===== config.mk =====
export PLATFORM = sky130hd
export DESIGN_NAME = tile_occupancy_from_alpha
export DESIGN_NICKNAME = d
export VERILOG_FILES = /design/src/too_pkg.sv /design/src/too_ram.sv /design/src/too_div.sv /design/src/tile_occupancy_from_alpha.sv
export SDC_FILE = /design/constraint.sdc
export NUM_CORES = 1
export LEC_CHECK = 0
export BUFFER_PORTS_ARGS = -buffer_cell sky130_fd_sc_hd__buf_4
export CELL_PAD_IN_SITES_DETAIL_PLACEMENT = 1
export CELL_PAD_IN_SITES_GLOBAL_PLACEMENT = 2
export CORE_AREA = 10 10 228 230
export CTS_BUF_LIST = sky130_fd_sc_hd__clkbuf_4 sky130_fd_sc_hd__clkbuf_8
export DETAILED_ROUTE_END_ITERATION = 10
export DIE_AREA = 0 0 238 240
export HOLD_SLACK_MARGIN = 0.06
export PLACE_DENSITY = 0.94
export SLEW_MARGIN = 20
export SYNTH_ARGS = -nofsm -noshare
export SYNTH_HDL_FRONTEND = slang
export SYNTH_SLANG_ARGS = --single-unit

===== constraint.sdc =====
create_clock -name clk_i -period 7.1 [get_ports clk_i]
set_input_delay 1.065 -clock clk_i [delete_from_list [all_inputs] [get_ports clk_i]]
set_output_delay 1.065 -clock clk_i [all_outputs]
set_load 0.01 [all_outputs]

===== src/too_pkg.sv =====
package too_pkg;

  // Field and register widths
  localparam int unsigned ALPHA_W = 8;
  localparam int unsigned TS_W    = 7;
  localparam int unsigned TA_W    = 8;
  localparam int unsigned TD_W    = 9;
  localparam int unsigned LW_W    = 14;
  localparam int unsigned COL_W   = 13;
  localparam int unsigned ROW_W   = 14;
  localparam int unsigned IDX_W   = 15;
  localparam int unsigned CFG_W   = 14;

  // Fixed limits of the frame geometry
  localparam int unsigned MaxTilesDown = 256;
  localparam int unsigned MaxLineWidth = 8192;

  localparam logic [ALPHA_W-1:0] ALPHA_OPAQUE = 8'd255;

  // Register indexes of the configuration port
  typedef enum logic [1:0] {
    CFG_TILE_SIZE    = 2'd0,
    CFG_TILES_ACROSS = 2'd1,
    CFG_TILES_DOWN   = 2'd2,
    CFG_LINE_WIDTH   = 2'd3
  } too_cfg_e;

  typedef struct packed {
    logic [ALPHA_W-1:0] alpha;
    logic               frame_start;
  } too_in_t;

  typedef struct packed {
    logic [IDX_W-1:0] tile_index;
    logic             tile_free;
    logic             last_tile;
  } too_out_t;

endpackage


===== src/too_ram.sv =====
module too_ram #(
  parameter int unsigned WIDTH = 1,
  parameter int unsigned DEPTH = 128
) (
  input  logic                                   clk_i,
  input  logic                                   we_i,
  input  logic [(DEPTH > 1 ? $clog2(DEPTH) : 1)-1:0] waddr_i,
  input  logic [WIDTH-1:0]                       wdata_i,
  input  logic                                   re_i,
  input  logic [(DEPTH > 1 ? $clog2(DEPTH) : 1)-1:0] raddr_i,
  output logic [WIDTH-1:0]                       rdata_o
);

  logic [WIDTH-1:0] mem_q [DEPTH];
  logic [WIDTH-1:0] rdata_q;

  // Write port
  always_ff @(posedge clk_i) begin
    if (we_i) begin
      mem_q[waddr_i] <= wdata_i;
    end
  end

  // Registered read port, old data on a same-address write
  always_ff @(posedge clk_i) begin
    if (re_i) begin
      rdata_q <= mem_q[raddr_i];
    end
  end

  assign rdata_o = rdata_q;

endmodule


===== src/too_div.sv =====
module too_div import too_pkg::*; #(
  parameter int unsigned DW = 14
) (
  input  logic            clk_i,
  input  logic            rst_ni,
  input  logic            start_i,
  input  logic [DW-1:0]   dividend_i,
  input  logic [TS_W-1:0] divisor_i,
  output logic            busy_o,
  output logic [DW-1:0]   quot_o,
  output logic [TS_W-1:0] rem_o
);

  localparam int unsigned CW = $clog2(DW + 1);

  logic [CW-1:0]   cnt_q;
  logic [DW-1:0]   quo_q;
  logic [TS_W-1:0] rem_q;
  logic [TS_W:0]   trial;
  logic [TS_W:0]   diff;
  logic            ge;

  // One quotient bit per cycle: shift the next dividend bit into the remainder
  assign trial = {rem_q, quo_q[DW-1]};
  assign ge    = trial >= {1'b0, divisor_i};
  assign diff  = trial - {1'b0, divisor_i};

  always_ff @(posedge clk_i or negedge rst_ni) begin
    if (!rst_ni) begin
      cnt_q <= '0;
    end else if (start_i) begin
      cnt_q <= CW'(DW);
    end else if (cnt_q != '0) begin
      cnt_q <= cnt_q - 1'b1;
    end
  end

  always_ff @(posedge clk_i) begin
    if (start_i) begin
      quo_q <= dividend_i;
      rem_q <= '0;
    end else if (cnt_q != '0) begin
      quo_q <= {quo_q[DW-2:0], ge};
      rem_q <= ge ? diff[TS_W-1:0] : trial[TS_W-1:0];
    end
  end

  assign busy_o = cnt_q != '0;
  assign quot_o = quo_q;
  assign rem_o  = rem_q;

endmodule


===== src/tile_occupancy_from_alpha.sv =====
// Channel | Direction | Payload   | Handshake
// --------+-----------+-----------+-------------------------------------
// in      | input     | too_in_t  | in_valid_i / in_ready_o
// out     | output    | too_out_t | out_valid_o / out_ready_i
// cfg     | input     | 14 bits   | cfg_we_i, cfg_idx_i (write only)
//
// One pixel per cycle while in_ready_o is high; a result passes through the flag
// stage and the output register. The flag RAM read-modify-write spans the input
// and flag stages, with a one-entry bypass. A tile_size write holds in_ready_o low
// while the position counters are re-split into tile and offset by bit-serial dividers.
// Reset clears counters and control; the flag RAM is not cleared.
// A stalled output holds the flag stage; the input stalls behind it and during a re-split.
module tile_occupancy_from_alpha import too_pkg::*; #(
  parameter int unsigned MAX_TILES_ACROSS = 128,
  parameter int unsigned MAX_TILE_SIZE    = 64
) (
  input  logic             clk_i,
  input  logic             rst_ni,
  input  logic             in_valid_i,
  output logic             in_ready_o,
  input  too_in_t          in_data_i,
  output logic             out_valid_o,
  input  logic             out_ready_i,
  output too_out_t         out_data_o,
  input  logic             cfg_we_i,
  input  logic [1:0]       cfg_idx_i,
  input  logic [CFG_W-1:0] cfg_wdata_i
);

  localparam int unsigned AW = (MAX_TILES_ACROSS > 1) ? $clog2(MAX_TILES_ACROSS) : 1;

  // Configuration registers
  logic [TS_W-1:0] tile_size_q;
  logic [TA_W-1:0] tiles_across_q;
  logic [TD_W-1:0] tiles_down_q;
  logic [LW_W-1:0] line_width_q;

  // Effective (clamped) configuration
  logic [TS_W-1:0] ts_eff;
  logic [TA_W-1:0] ta_eff;
  logic [TD_W-1:0] td_eff;
  logic [LW_W-1:0] lw_eff;

  // Position counters
  logic [COL_W-1:0] col_q, col_d;
  logic [ROW_W-1:0] row_q, row_d;
  logic [COL_W-1:0] tx_q, tx_d;
  logic [ROW_W-1:0] ty_q, ty_d;
  logic [TS_W-1:0]  xin_q, xin_d;
  logic [TS_W-1:0]  yin_q, yin_d;

  // Current pixel position
  logic [COL_W-1:0] col_cur, tx_cur;
  logic [ROW_W-1:0] row_cur, ty_cur;
  logic [TS_W-1:0]  xin_cur, yin_cur;

  logic [LW_W-1:0]  col_inc;
  logic [ROW_W-1:0] row_inc;
  logic [TS_W-1:0]  xin_inc, yin_inc;
  logic             line_wrap;

  logic             in_area;
  logic             corner;
  logic             first_px;
  logic             clear_px;
  logic             last_px;
  logic [15:0]      prod;
  logic [15:0]      idx_sum;
  logic [AW-1:0]    slot;

  // Flag stage
  logic             s1_valid_q, s1_valid_d;
  logic             s1_emit_q;
  logic             s1_first_q;
  logic             s1_clear_q;
  logic             s1_last_q;
  logic [AW-1:0]    s1_slot_q;
  logic [IDX_W-1:0] s1_index_q;
  logic             s1_adv;
  logic             s1_fire;

  // Bypass of the last flag write
  logic             bp_valid_q;
  logic [AW-1:0]    bp_slot_q;
  logic             bp_flag_q;

  logic             rd_flag;
  logic             flag_old;
  logic             flag_new;

  // Output register
  logic             out_valid_q, out_valid_d;
  too_out_t         out_data_q;
  logic             out_load;

  logic             in_fire;

  // Re-split of the counters after a tile size change
  logic             start_q;
  logic             recalc_q;
  logic             col_busy, row_busy;
  logic [COL_W-1:0] col_quot;
  logic [ROW_W-1:0] row_quot;
  logic [TS_W-1:0]  col_rem, row_rem;
  logic             recalc_done;
  logic             ts_write;

  // Clamp the registers to their legal ranges
  always_comb begin
    if (tile_size_q == '0) begin
      ts_eff = TS_W'(1);
    end else if (32'(tile_size_q) > MAX_TILE_SIZE) begin
      ts_eff = TS_W'(MAX_TILE_SIZE);
    end else begin
      ts_eff = tile_size_q;
    end
    if (tiles_across_q == '0) begin
      ta_eff = TA_W'(1);
    end else if (32'(tiles_across_q) > MAX_TILES_ACROSS) begin
      ta_eff = TA_W'(MAX_TILES_ACROSS);
    end else begin
      ta_eff = tiles_across_q;
    end
    if (tiles_down_q == '0) begin
      td_eff = TD_W'(1);
    end else if (32'(tiles_down_q) > MaxTilesDown) begin
      td_eff = TD_W'(MaxTilesDown);
    end else begin
      td_eff = tiles_down_q;
    end
    if (line_width_q == '0) begin
      lw_eff = LW_W'(1);
    end else if (32'(line_width_q) > MaxLineWidth) begin
      lw_eff = LW_W'(MaxLineWidth);
    end else begin
      lw_eff = line_width_q;
    end
  end

  // Configuration writes
  always_ff @(posedge clk_i or negedge rst_ni) begin
    if (!rst_ni) begin
      tile_size_q    <= TS_W'(8);
      tiles_across_q <= TA_W'(28);
      tiles_down_q   <= TD_W'(31);
      line_width_q   <= LW_W'(224);
    end else if (cfg_we_i) begin
      unique case (too_cfg_e'(cfg_idx_i))
        CFG_TILE_SIZE:    tile_size_q    <= cfg_wdata_i[TS_W-1:0];
        CFG_TILES_ACROSS: tiles_across_q <= cfg_wdata_i[TA_W-1:0];
        CFG_TILES_DOWN:   tiles_down_q   <= cfg_wdata_i[TD_W-1:0];
        CFG_LINE_WIDTH:   line_width_q   <= cfg_wdata_i[LW_W-1:0];
        default:          tile_size_q    <= tile_size_q;
      endcase
    end
  end

  assign ts_write    = cfg_we_i && (too_cfg_e'(cfg_idx_i) == CFG_TILE_SIZE);
  assign recalc_done = recalc_q && !start_q && !col_busy && !row_busy;

  // Start the dividers in the cycle after the write, hold input until done
  always_ff @(posedge clk_i or negedge rst_ni) begin
    if (!rst_ni) begin
      start_q  <= 1'b0;
      recalc_q <= 1'b0;
    end else begin
      start_q <= ts_write;
      if (ts_write) begin
        recalc_q <= 1'b1;
      end else if (recalc_done) begin
        recalc_q <= 1'b0;
      end
    end
  end

  too_div #(.DW(COL_W)) u_col_div (
    .clk_i      (clk_i),
    .rst_ni     (rst_ni),
    .start_i    (start_q),
    .dividend_i (col_q),
    .divisor_i  (ts_eff),
    .busy_o     (col_busy),
    .quot_o     (col_quot),
    .rem_o      (col_rem)
  );

  too_div #(.DW(ROW_W)) u_row_div (
    .clk_i      (clk_i),
    .rst_ni     (rst_ni),
    .start_i    (start_q),
    .dividend_i (row_q),
    .divisor_i  (ts_eff),
    .busy_o     (row_busy),
    .quot_o     (row_quot),
    .rem_o      (row_rem)
  );

  // Handshake
  assign s1_adv     = !(s1_valid_q && s1_emit_q && out_valid_q && !out_ready_i);
  assign s1_fire    = s1_valid_q && s1_adv;
  assign in_ready_o = !recalc_q && s1_adv;
  assign in_fire    = in_valid_i && in_ready_o;

  // Position of this pixel; a frame start restarts at the origin
  always_comb begin
    if (in_data_i.frame_start) begin
      col_cur = '0;
      row_cur = '0;
      tx_cur  = '0;
      ty_cur  = '0;
      xin_cur = '0;
      yin_cur = '0;
    end else begin
      col_cur = col_q;
      row_cur = row_q;
      tx_cur  = tx_q;
      ty_cur  = ty_q;
      xin_cur = xin_q;
      yin_cur = yin_q;
    end
  end

  // Classify the pixel inside its tile
  assign in_area  = (tx_cur < COL_W'(ta_eff)) && (ty_cur < ROW_W'(td_eff)) &&
                    ({1'b0, col_cur} < lw_eff);
  assign first_px = (xin_cur == '0) && (yin_cur == '0);
  assign corner   = (xin_cur == ts_eff - 1'b1) && (yin_cur == ts_eff - 1'b1);
  assign clear_px = in_data_i.alpha != ALPHA_OPAQUE;
  assign last_px  = (tx_cur == COL_W'(ta_eff - 1'b1)) &&
                    (ty_cur == ROW_W'(td_eff - 1'b1));
  assign prod     = ty_cur[7:0] * ta_eff;
  assign idx_sum  = prod + 16'(tx_cur);
  assign slot     = tx_cur[AW-1:0];

  // Advance the counters
  assign col_inc   = {1'b0, col_cur} + 1'b1;
  assign row_inc   = row_cur + 1'b1;
  assign xin_inc   = xin_cur + 1'b1;
  assign yin_inc   = yin_cur + 1'b1;
  assign line_wrap = col_inc >= lw_eff;

  always_comb begin
    col_d = col_q;
    row_d = row_q;
    tx_d  = tx_q;
    ty_d  = ty_q;
    xin_d = xin_q;
    yin_d = yin_q;
    if (recalc_done) begin
      tx_d  = col_quot;
      xin_d = col_rem;
      ty_d  = row_quot;
      yin_d = row_rem;
    end else if (in_fire) begin
      row_d = row_cur;
      ty_d  = ty_cur;
      yin_d = yin_cur;
      if (line_wrap) begin
        col_d = '0;
        tx_d  = '0;
        xin_d = '0;
        row_d = row_inc;
        if (row_inc == '0) begin
          ty_d  = '0;
          yin_d = '0;
        end else if (yin_inc == ts_eff) begin
          ty_d  = ty_cur + 1'b1;
          yin_d = '0;
        end else begin
          yin_d = yin_inc;
        end
      end else begin
        col_d = col_inc[COL_W-1:0];
        if (xin_inc == ts_eff) begin
          tx_d  = tx_cur + 1'b1;
          xin_d = '0;
        end else begin
          tx_d  = tx_cur;
          xin_d = xin_inc;
        end
      end
    end
  end

  always_ff @(posedge clk_i or negedge rst_ni) begin
    if (!rst_ni) begin
      col_q <= '0;
      row_q <= '0;
      tx_q  <= '0;
      ty_q  <= '0;
      xin_q <= '0;
      yin_q <= '0;
    end else begin
      col_q <= col_d;
      row_q <= row_d;
      tx_q  <= tx_d;
      ty_q  <= ty_d;
      xin_q <= xin_d;
      yin_q <= yin_d;
    end
  end

  // Flag stage: control
  always_comb begin
    if (in_fire) begin
      s1_valid_d = in_area;
    end else if (s1_fire) begin
      s1_valid_d = 1'b0;
    end else begin
      s1_valid_d = s1_valid_q;
    end
  end

  always_ff @(posedge clk_i or negedge rst_ni) begin
    if (!rst_ni) begin
      s1_valid_q <= 1'b0;
      s1_emit_q  <= 1'b0;
    end else begin
      s1_valid_q <= s1_valid_d;
      if (in_fire) begin
        s1_emit_q <= corner;
      end
    end
  end

  // Flag stage: payload
  always_ff @(posedge clk_i) begin
    if (in_fire) begin
      s1_first_q <= first_px;
      s1_clear_q <= clear_px;
      s1_last_q  <= last_px;
      s1_slot_q  <= slot;
      s1_index_q <= idx_sum[IDX_W-1:0];
    end
  end

  too_ram #(.WIDTH(1), .DEPTH(MAX_TILES_ACROSS)) u_flag_ram (
    .clk_i   (clk_i),
    .we_i    (s1_fire),
    .waddr_i (s1_slot_q),
    .wdata_i (flag_new),
    .re_i    (in_fire),
    .raddr_i (slot),
    .rdata_o (rd_flag)
  );

  // Merge the pixel into the running column flag
  assign flag_old = (bp_valid_q && (bp_slot_q == s1_slot_q)) ? bp_flag_q : rd_flag;
  assign flag_new = s1_first_q ? s1_clear_q : (flag_old & s1_clear_q);

  // Hold the last write for a read that missed it
  always_ff @(posedge clk_i or negedge rst_ni) begin
    if (!rst_ni) begin
      bp_valid_q <= 1'b0;
    end else if (s1_fire) begin
      bp_valid_q <= 1'b1;
    end
  end

  always_ff @(posedge clk_i) begin
    if (s1_fire) begin
      bp_slot_q <= s1_slot_q;
      bp_flag_q <= flag_new;
    end
  end

  // Output register
  assign out_load = s1_fire && s1_emit_q;

  always_comb begin
    if (out_load) begin
      out_valid_d = 1'b1;
    end else if (out_ready_i) begin
      out_valid_d = 1'b0;
    end else begin
      out_valid_d = out_valid_q;
    end
  end

  always_ff @(posedge clk_i or negedge rst_ni) begin
    if (!rst_ni) begin
      out_valid_q <= 1'b0;
    end else begin
      out_valid_q <= out_valid_d;
    end
  end

  always_ff @(posedge clk_i) begin
    if (out_load) begin
      out_data_q.tile_index <= s1_index_q;
      out_data_q.tile_free  <= flag_new;
      out_data_q.last_tile  <= s1_last_q;
    end
  end

  assign out_valid_o = out_valid_q;
  assign out_data_o  = out_data_q;

endmodule


==> results.md, run 1 <==
- Mapped Avg Cell Area: 10.5 sq um
- Power density cells: 305 nW/um^2
- Fraction of registers with async set or reset after synthesis: 35.3%
- Cts-stage hold buffer count: 0
- Result of the run: completed
- Floorplan die area: between 50000 and 60000 sq um
- Worst-case register-to-register setup slack: between 1 and 1.5 ns
- Post-synthesis share of cell area spent on and, or, nand and nor gates: 16.2%
- Grt ovf: 0
- Clock root buffer: sky130_fd_sc_hd__clkbuf_8
- Share of final-layout standard cells stronger than drive strength 1: 15.2%
- Post-synthesis share of cell area spent on full adders, half adders and majority gates: 11.3%
- Register area share after synthesis: between 40 and 50%
- DP Wirelength: 43200 um
- Global routing usage summed across all routing layers: about a fifth
- Class of the tightest hold or removal check: in2async
- Number of instances resized during post-cts repair: 0
- Synth Instances: 1964
- Final setup violation count: 0
- Starting Density: 43.6%
- Number of port buffers: 48
- First-pass GRT wire length: 95900 um
- Final design instance area without fill: about 23000 sq um
- Critical path fanouts, max: 9
- Arrival time of the worst setup path: between 6 and 7 ns
- Main combinational cell family by area after synthesis: simple AND/OR/NAND/NOR gates
- Placer's final routability congestion estimate: 0.903
- Category of the worst setup path launch point: flip-flop
- Terminus of the critical flop-to-flop path: s1_index_q[13]$_DFFE_PP_
- Pin count of the biggest net entering global routing: 131
- Number of setup buffers added after CTS: 0
- RSZ-0062 raised after global routing: no
- Clock tree from TritonCTS: built
- Pins over their slew limit: 0
- Flip-flop and latch count after synthesis: 340
- Via density per instance: around 5.9
- CTS max path bufs: 3
- Leakage power: 9.14 nW
- Max transition margin: 27.6%
- Antenna cell count: 0
- Slew at the pin closest to its max-slew limit: 1.08 ns
- Vias in the first global route: 16800
- Residual antenna-violating net count after detailed routing: 0
- Area of the mapped netlist: between 20000 and 25000 sq um
- Worst r2r src: tiles_across_q[6]$_DFFE_PN0P_
- Count of final hold-check violations: 0
- Area fraction in compound gates after synthesis: under 10%
- IO Pins: 49
- Number of vias in the routed layout: 15600
- Final-layout setup total negative slack: 0 ns
- CTS H-Tree Depth: 2
- DR DRC count: 0
- Area overhead of the layout relative to synthesis: 11.1%
- Multiplexer area fraction after synthesis: ~8.6%
- DRC violation total after the first TritonRoute iteration: 1184
- Number of warnings printed during yosys synthesis: 0
- Required time of the critical path: ~7.5 ns
- Rows: 80
- Final Routed Wirelength: around 61000 um
- Fmax: about 0.17 GHz
- Reg2reg path depth: 20
- Syn nets: between 2000 and 2500
- Final Net Count: about 2200
- X dimension of the die: 238 um
- Worst Skew: between 0.04 and 0.05 ns
- Commonest cells after routing, fill and taps aside: sky130_fd_sc_hd__nor2_1, sky130_fd_sc_hd__edfxtp_1, sky130_fd_sc_hd__nand2_1, sky130_fd_sc_hd__inv_1, sky130_fd_sc_hd__dfrtp_1
- Crit end category: flip-flop
- Min Tclk post-route: between 5 and 6 ns
- CTS clock-pin slew for the worst setup and hold paths: 0.07 ns
- Most common library cell in the layout ignoring fill and taps: sky130_fd_sc_hd__nor2_1
- Insertion delay to the later sink of the worst-skew pair: 0.69 ns
- Worst IR drop on VDD: 0.180 mV
- Number of sinks driven by the clock tree: 340
- Number of flops mapped to enable cells by yosys: 206
- Num CTS Buffers: between 60 and 70
- Portion of the clock cycle consumed by the worst path in the final layout: approximately four fifths
- Reported max-cap violation count: 0
- Count of TritonRoute iterations in the first routing pass: 6
- Top FF cell, synth: sky130_fd_sc_hd__edfxtp_1
- Average detailed-routed wire length per instance: roughly 23 um
- Count of cell types in the netlist: between 80 and 90
- Share of the synthesized netlist area taken by xor and xnor gates: under 10%
- Antenna violations before repair: 0
- Area of placed instances: between 20000 and 25000 sq um
- Core box area: around 47000 sq um
- Crit Path Category: reg2reg
- Y dimension of the die: 240 um
-- worst max path at each step --
stage	from	end	slack (ns)	cells after the start
5_1_grt	tiles_across_q[6]$_DFFE_PN0P_	s1_index_q[13]$_DFFE_PP_	1.0	20
3_3_place_gp	in_data_i[0]	s1_index_q[13]$_DFFE_PP_	0.98	22
6_report	tiles_across_q[6]$_DFFE_PN0P_	s1_index_q[13]$_DFFE_PP_	1.30	20
3_5_place_dp	in_data_i[0]	s1_index_q[13]$_DFFE_PP_	0.81	20
4_1_cts	tiles_across_q[6]$_DFFE_PN0P_	s1_index_q[13]$_DFFE_PP_	1.30	20
2_1_floorplan	in_data_i[0]	s1_index_q[13]$_DFFE_PP_	1.16	21
-- critical path, cell delays in order, from the launching register on --
cell                       delay (ns)
sky130_fd_sc_hd__dfrtp_1         0.52
sky130_fd_sc_hd__nor4_1          0.25
sky130_fd_sc_hd__a21oi_1         0.13
sky130_fd_sc_hd__nor2_1          0.61
sky130_fd_sc_hd__nand2_1         0.15
sky130_fd_sc_hd__fa_1            0.52
sky130_fd_sc_hd__inv_1           0.06
sky130_fd_sc_hd__fa_1            0.46
sky130_fd_sc_hd__ha_1            0.29
sky130_fd_sc_hd__inv_1           0.05
sky130_fd_sc_hd__fa_1            0.54
sky130_fd_sc_hd__inv_1           0.07
sky130_fd_sc_hd__fa_1            0.46
sky130_fd_sc_hd__a21o_1          0.18
sky130_fd_sc_hd__a21oi_1         0.21
sky130_fd_sc_hd__o21bai_1        0.10
sky130_fd_sc_hd__a21oi_1         0.24
sky130_fd_sc_hd__o21ai_0         0.21
sky130_fd_sc_hd__a21o_1          0.22
sky130_fd_sc_hd__a21oi_1         0.18
sky130_fd_sc_hd__xnor2_1         0.08
-- registers in the layout, indices dropped and copies added, names as in the netlist, 4 cells and up --
name	count
u_col_div.rem_o	7
tiles_down_q	9
u_flag_ram.mem_q	128
tile_size_q	7
u_row_div.rem_o	7
xin_q	7
tx_q	13
row_q	14
u_row_div.quot_o	14
out_data_o	17
u_col_div.quot_o	13
u_row_div.cnt_q	4
bp_slot_q	7
tiles_across_q	8
ty_q	14
col_q	13
s1_slot_q	7
u_col_div.cnt_q	4
line_width_q	14
s1_index_q	15
yin_q	7
-- metrics by stage --
step	utilization, %	setup WS (ns)	instances	total power, mW	hold slack [ns]
after floorplan	-	1.16	1964	4.25	0.400
after global placement	45.6	0.983	2556	4.87	0.403
after detailed placement	45.6	0.808	2556	4.96	0.408
after CTS	48.4	1.30	2669	7.04	0.424
after global routing	48.5	0.999	2670	7.40	0.436
final	48.5	1.30	2670	7.00	0.415
-- power by group --
group	leakage (nW)	switching [mW]	total (mW)	internal, mW
logic	4.92	1.22	2.15	0.923
clock network	0.703	0.880	2.04	1.16
registers	3.53	0.373	2.82	2.44
total	9.14	2.48	7.00	4.52
-- metal layers --
| layer | up-vias | track usage [%] | wire (um) |
|---|---|---|---|
| met5 | - | 0 | 0 |
| met4 | 0 | 7.63 | 1900 |
| met3 | 115 | 3.79 | 3490 |
| met2 | 436 | 35.8 | 29400 |
| met1 | 7972 | 27.3 | 26200 |
| li1 | 7100 | - | - |
-- final cells by class --
class / count / area [sq um]
Inverter: 130 / 488
Multi-Input combinational cell: 1400 / 10300
Tap cell: 615 / 769
Sequential cell: 340 / 9480
Fill cell: 5101 / 24400
Clock inverter: 27 / 263
Clock buffer: 86 / 1070
Timing Repair Buffer: 72 / 553
-- kinds of logic (layout without fill, tap and decap cells) --
family	count (synthesis)	in the layout
AO/OA/AOI/OAI	314	314
XOR/XNOR	91	91
adder cells (fa/ha/maj)	157	157
buffers and inverters	224	315
flip-flops	340	340
multiplexers	130	130
AND/OR/NAND/NOR	708	708
-- cells in the mapped netlist, drive strengths merged (5+ instances only) --
cell type / number / area, sq um
nand2b: 15 / 101
mux4: 31 / 698
mux2: 71 / 800
nor4: 22 / 156
ha: 107 / 1340
nand3: 64 / 320
o21a: 13 / 97.6
a22oi: 28 / 210
a31oi: 12 / 75.1
edfxtp: 206 / 6190
o31ai: 8 / 65.1
inv: 127 / 477
nor2: 257 / 965
dfrtp: 108 / 2700
mux2i: 28 / 280
a21oi: 67 / 335
buf: 27 / 134
xnor2: 59 / 517
o22ai: 10 / 62.6
nor3b: 7 / 57.6
or4: 5 / 41.3
and3: 11 / 68.8
nand2: 177 / 664
clkbuf: 67 / 251
nor4b: 5 / 50.0
nand4: 27 / 169
a22o: 7 / 61.3
o211ai: 11 / 87.6
nand4b: 5 / 43.8
a211oi: 6 / 45.0
a221o: 8 / 80.1
nor3: 28 / 140
a221oi: 7 / 67.6
o21ai: 93 / 473
a21o: 13 / 97.6
or3: 11 / 68.8
dfxtp: 14 / 280
xor2: 32 / 280
dfstp: 12 / 315
and4: 5 / 43.8
fa: 50 / 1000
nand3b: 6 / 45.0
nor2b: 50 / 315
No activity file was read; power rests on OpenSTA's default activity.
==> run 2, diff against run 1 <==
==> constraint.sdc (replaced) <==
create_clock -name clk_i -period 6 [get_ports clk_i]
set_input_delay 0.9 -clock clk_i [delete_from_list [all_inputs] [get_ports clk_i]]
set_output_delay 0.9 -clock clk_i [all_outputs]
set_load 0.01 [all_outputs]
==> run 2 against run 1 <==
Utilization grew 0.26 points. Design area grew 0.55%. Sequential cell count is the same. Clock skew shrank 0.0013 ns. Worst hold slack lost 0.16 ns. Global-route usage is essentially flat. Highest routed layer unchanged. Largest cell class unchanged. Via count grew 1.4%. Critical path type unchanged. Fmax grew 8.2%.
==> results.md, run 2 (same netlist as run 1, synthesis figures left out) <==
- Required time of the critical path: 6.41 ns (-1.11 ns)
- Portion of the clock cycle consumed by the worst path in the final layout: 89.2% (+7.6 points)
- Worst IR drop on VDD: 0.169 mV (-6.1%)
- Category of the worst setup path launch point: flip-flop
- Floorplan die area: 57100 sq um (unchanged)
- CTS max path bufs: 3 (unchanged)
- Final Net Count: 2211 (+0.87%)
- Arrival time of the worst setup path: 5.77 ns (-0.45 ns)
- Max transition margin: 30.4% (+2.8 points)
- Placer's final routability congestion estimate: 0.899 (-0.50%)
- Count of TritonRoute iterations in the first routing pass: 5 (-1)
- Rows: 80 (unchanged)
- Total area of multi-input combinational cells: 10300 sq um (unchanged)
- Leakage power: 9.24 nW (+1.0%)
- Final core occ: 48.7% (+0.26 points)
- RSZ-0062 raised after global routing: no
- Average detailed-routed wire length per instance: 22.6 um (-0.82%)
- Share of final-layout standard cells stronger than drive strength 1: 16.4% (+1.2 points)
- Via density per instance: 5.89 (+0.64%)
- Power density cells: 357 nW/um^2 (+17%)
- Core box area: 47300 sq um (unchanged)
- Most flop-heavy register: u_flag_ram.mem_q
- Vias in the first global route: 16800 (-0.39%)
- Post-route non-filler standard cell count: 2690 (+0.75%)
- Clock root buffer: sky130_fd_sc_hd__clkbuf_8
- Insertion delay to the later sink of the worst-skew pair: 0.71 ns (+0.02 ns)
- Fmax: 0.187 GHz (+8.2%)
- Number of sinks driven by the clock tree: 340 (unchanged)
- Most common library cell in the layout ignoring fill and taps: sky130_fd_sc_hd__nor2_1
- IO Pins: 49 (unchanged)
- Pin count of the biggest net entering global routing: 131 (unchanged)
- Antenna cell count: 0 (unchanged)
- Number of setup buffers added after CTS: 0 (unchanged)
- Crit Path Category: reg2reg
- Final-layout setup total negative slack: 0 ns (unchanged)
- Area overhead of the layout relative to synthesis: 11.7%
- Commonest cells after routing, fill and taps aside: sky130_fd_sc_hd__nor2_1, sky130_fd_sc_hd__edfxtp_1, sky130_fd_sc_hd__nand2_1, sky130_fd_sc_hd__inv_1, sky130_fd_sc_hd__dfrtp_1
- Worst slack at placement: 0.297 ns (-0.511 ns)
- Residual antenna-violating net count after detailed routing: 0 (unchanged)
- Layout fillers: 5194 (+1.8%)
- Post-route setup slack: 0.645 ns (-0.658 ns)
- Final setup violation count: 0 (unchanged)
- Number of instances resized during post-cts repair: 0 (unchanged)
- Clock tree from TritonCTS: built
- Count of final hold-check violations: 0 (unchanged)
- Cts-stage hold buffer count: 0 (unchanged)
- Y dimension of the die: 240 um (unchanged)
- Worst Skew: 0.0449 ns (-0.00134 ns)
- Worst-case register-to-register setup slack: 0.65 ns (-0.66 ns)
- CTS clock-pin slew for the worst setup and hold paths: 0.06 ns (about the same)
- DR DRC count: 0 (unchanged)
- Result of the run: completed
- Reported max-cap violation count: 0 (unchanged)
- Reg2reg path depth: 15 (-25%)
- Global routing usage summed across all routing layers: 21.3% (-0.046 points)
- DRC violation total after the first TritonRoute iteration: 1083 (-8.5%)
- Worst r2r src: tiles_across_q[7]$_DFFE_PN0P_
- Number of port buffers: 48 (unchanged)
- Number of vias in the routed layout: 15800 (+1.4%)
- CTS H-Tree Depth: 2 (unchanged)
- Num CTS Buffers: 60 (-1.6%)
- Antenna violations before repair: 0 (unchanged)
- Final Routed Wirelength: 60900 um (about the same)
- Slew at the pin closest to its max-slew limit: 1.04 ns (-0.0394 ns)
- Number of cells in the design after placement: 2576 (+0.78%)
- DP Wirelength: 42900 um (-0.56%)
- Terminus of the critical flop-to-flop path: s1_index_q[13]$_DFFE_PP_
- Critical path fanouts, max: 13 (+4)
- Class of the tightest hold or removal check: in2async
- Min Tclk post-route: 5.35 ns (-0.442 ns)
- Grt ovf: 0 (unchanged)
- X dimension of the die: 238 um (unchanged)
- Total area of sequential cells: 9480 sq um (unchanged)
- Pins over their slew limit: 0 (unchanged)
- Starting Density: 43.6% (unchanged)
- Number of flip-flops under the largest register name: 128 (unchanged)
- Crit end category: flip-flop
- First-pass GRT wire length: 95800 um (-0.12%)
==> run 2: cell count changes in the layout (fill, tap and decap cells not counted), sizes merged <==
| cell | previous run | this run |
|---|---|---|
| bufinv | 5 | 2 |
| clkinv | 22 | 17 |
| clkbuf | 86 | 96 |
| buf | 72 | 92 |
| inv | 130 | 128 |
==> run 2: how the worst max path moves through the flow <==
stage                               endpoint  depth (start not counted)                          start  slack, ns
floorplan           s1_index_q[13]$_DFFE_PP_                         21                   in_data_i[0]       0.22
global placement    s1_index_q[13]$_DFFE_PP_                         21                   in_data_i[0]       0.39
detailed placement  s1_index_q[13]$_DFFE_PP_                         21                   in_data_i[0]       0.30
CTS                 s1_index_q[13]$_DFFE_PP_                         15  tiles_across_q[7]$_DFFE_PN0P_       0.63
global route        s1_index_q[13]$_DFFE_PP_                         15  tiles_across_q[7]$_DFFE_PN0P_       0.33
finish              s1_index_q[13]$_DFFE_PP_                         15  tiles_across_q[7]$_DFFE_PN0P_       0.65
==> run 2: layer usage <==
layer	vias up	global-route usage [%]	wire length, um
met3	109	3.48	2890
met5	-	0	0
li1	7146	-	-
met2	368	36.3	29900
met4	0	6.89	1640
met1	8218	27.2	26500
==> run 2: final cells by class <==
type,count,area share [%]
flip-flops and latches,340,41.1
repair buffers,92,3.10
inverters,130,2.11
multi-input cells,1400,44.7
clock inverters,17,0.705
well taps,615,3.33
clock buffers,96,4.91
==> run 2: per-stage QoR <==
step                      hold WS, ns  power (mW)  area [sq um]
after floorplan                 0.400        5.03         20700
after global placement          0.401        5.78         21800
after detailed placement        0.405        5.90         21800
after CTS                       0.273        8.27         23100
after global routing            0.303        8.70         23100
final                           0.257        8.24         23100
==> run 2: critical path, cell delays in order, from the launching register on <==
cell                      delay [ns]
sky130_fd_sc_hd__dfrtp_1        0.54
sky130_fd_sc_hd__inv_1          0.43
sky130_fd_sc_hd__nand2_1        0.42
sky130_fd_sc_hd__nor2_1         0.26
sky130_fd_sc_hd__fa_1           0.47
sky130_fd_sc_hd__fa_1           0.54
sky130_fd_sc_hd__fa_1           0.56
sky130_fd_sc_hd__inv_1          0.06
sky130_fd_sc_hd__fa_1           0.53
sky130_fd_sc_hd__inv_1          0.04
sky130_fd_sc_hd__ha_1           0.35
sky130_fd_sc_hd__a21oi_1        0.23
sky130_fd_sc_hd__o21ai_0        0.20
sky130_fd_sc_hd__a21o_1         0.21
sky130_fd_sc_hd__a21oi_1        0.17
sky130_fd_sc_hd__xnor2_1        0.09
==> run 2: power by group <==
part | internal (mW) | switching (mW) | total (mW) | leakage (nW)
clock network | 1.29 | 1.04 | 2.33 | 0.697
registers | 2.89 | 0.425 | 3.32 | 3.53
logic | 1.11 | 1.48 | 2.59 | 5.02
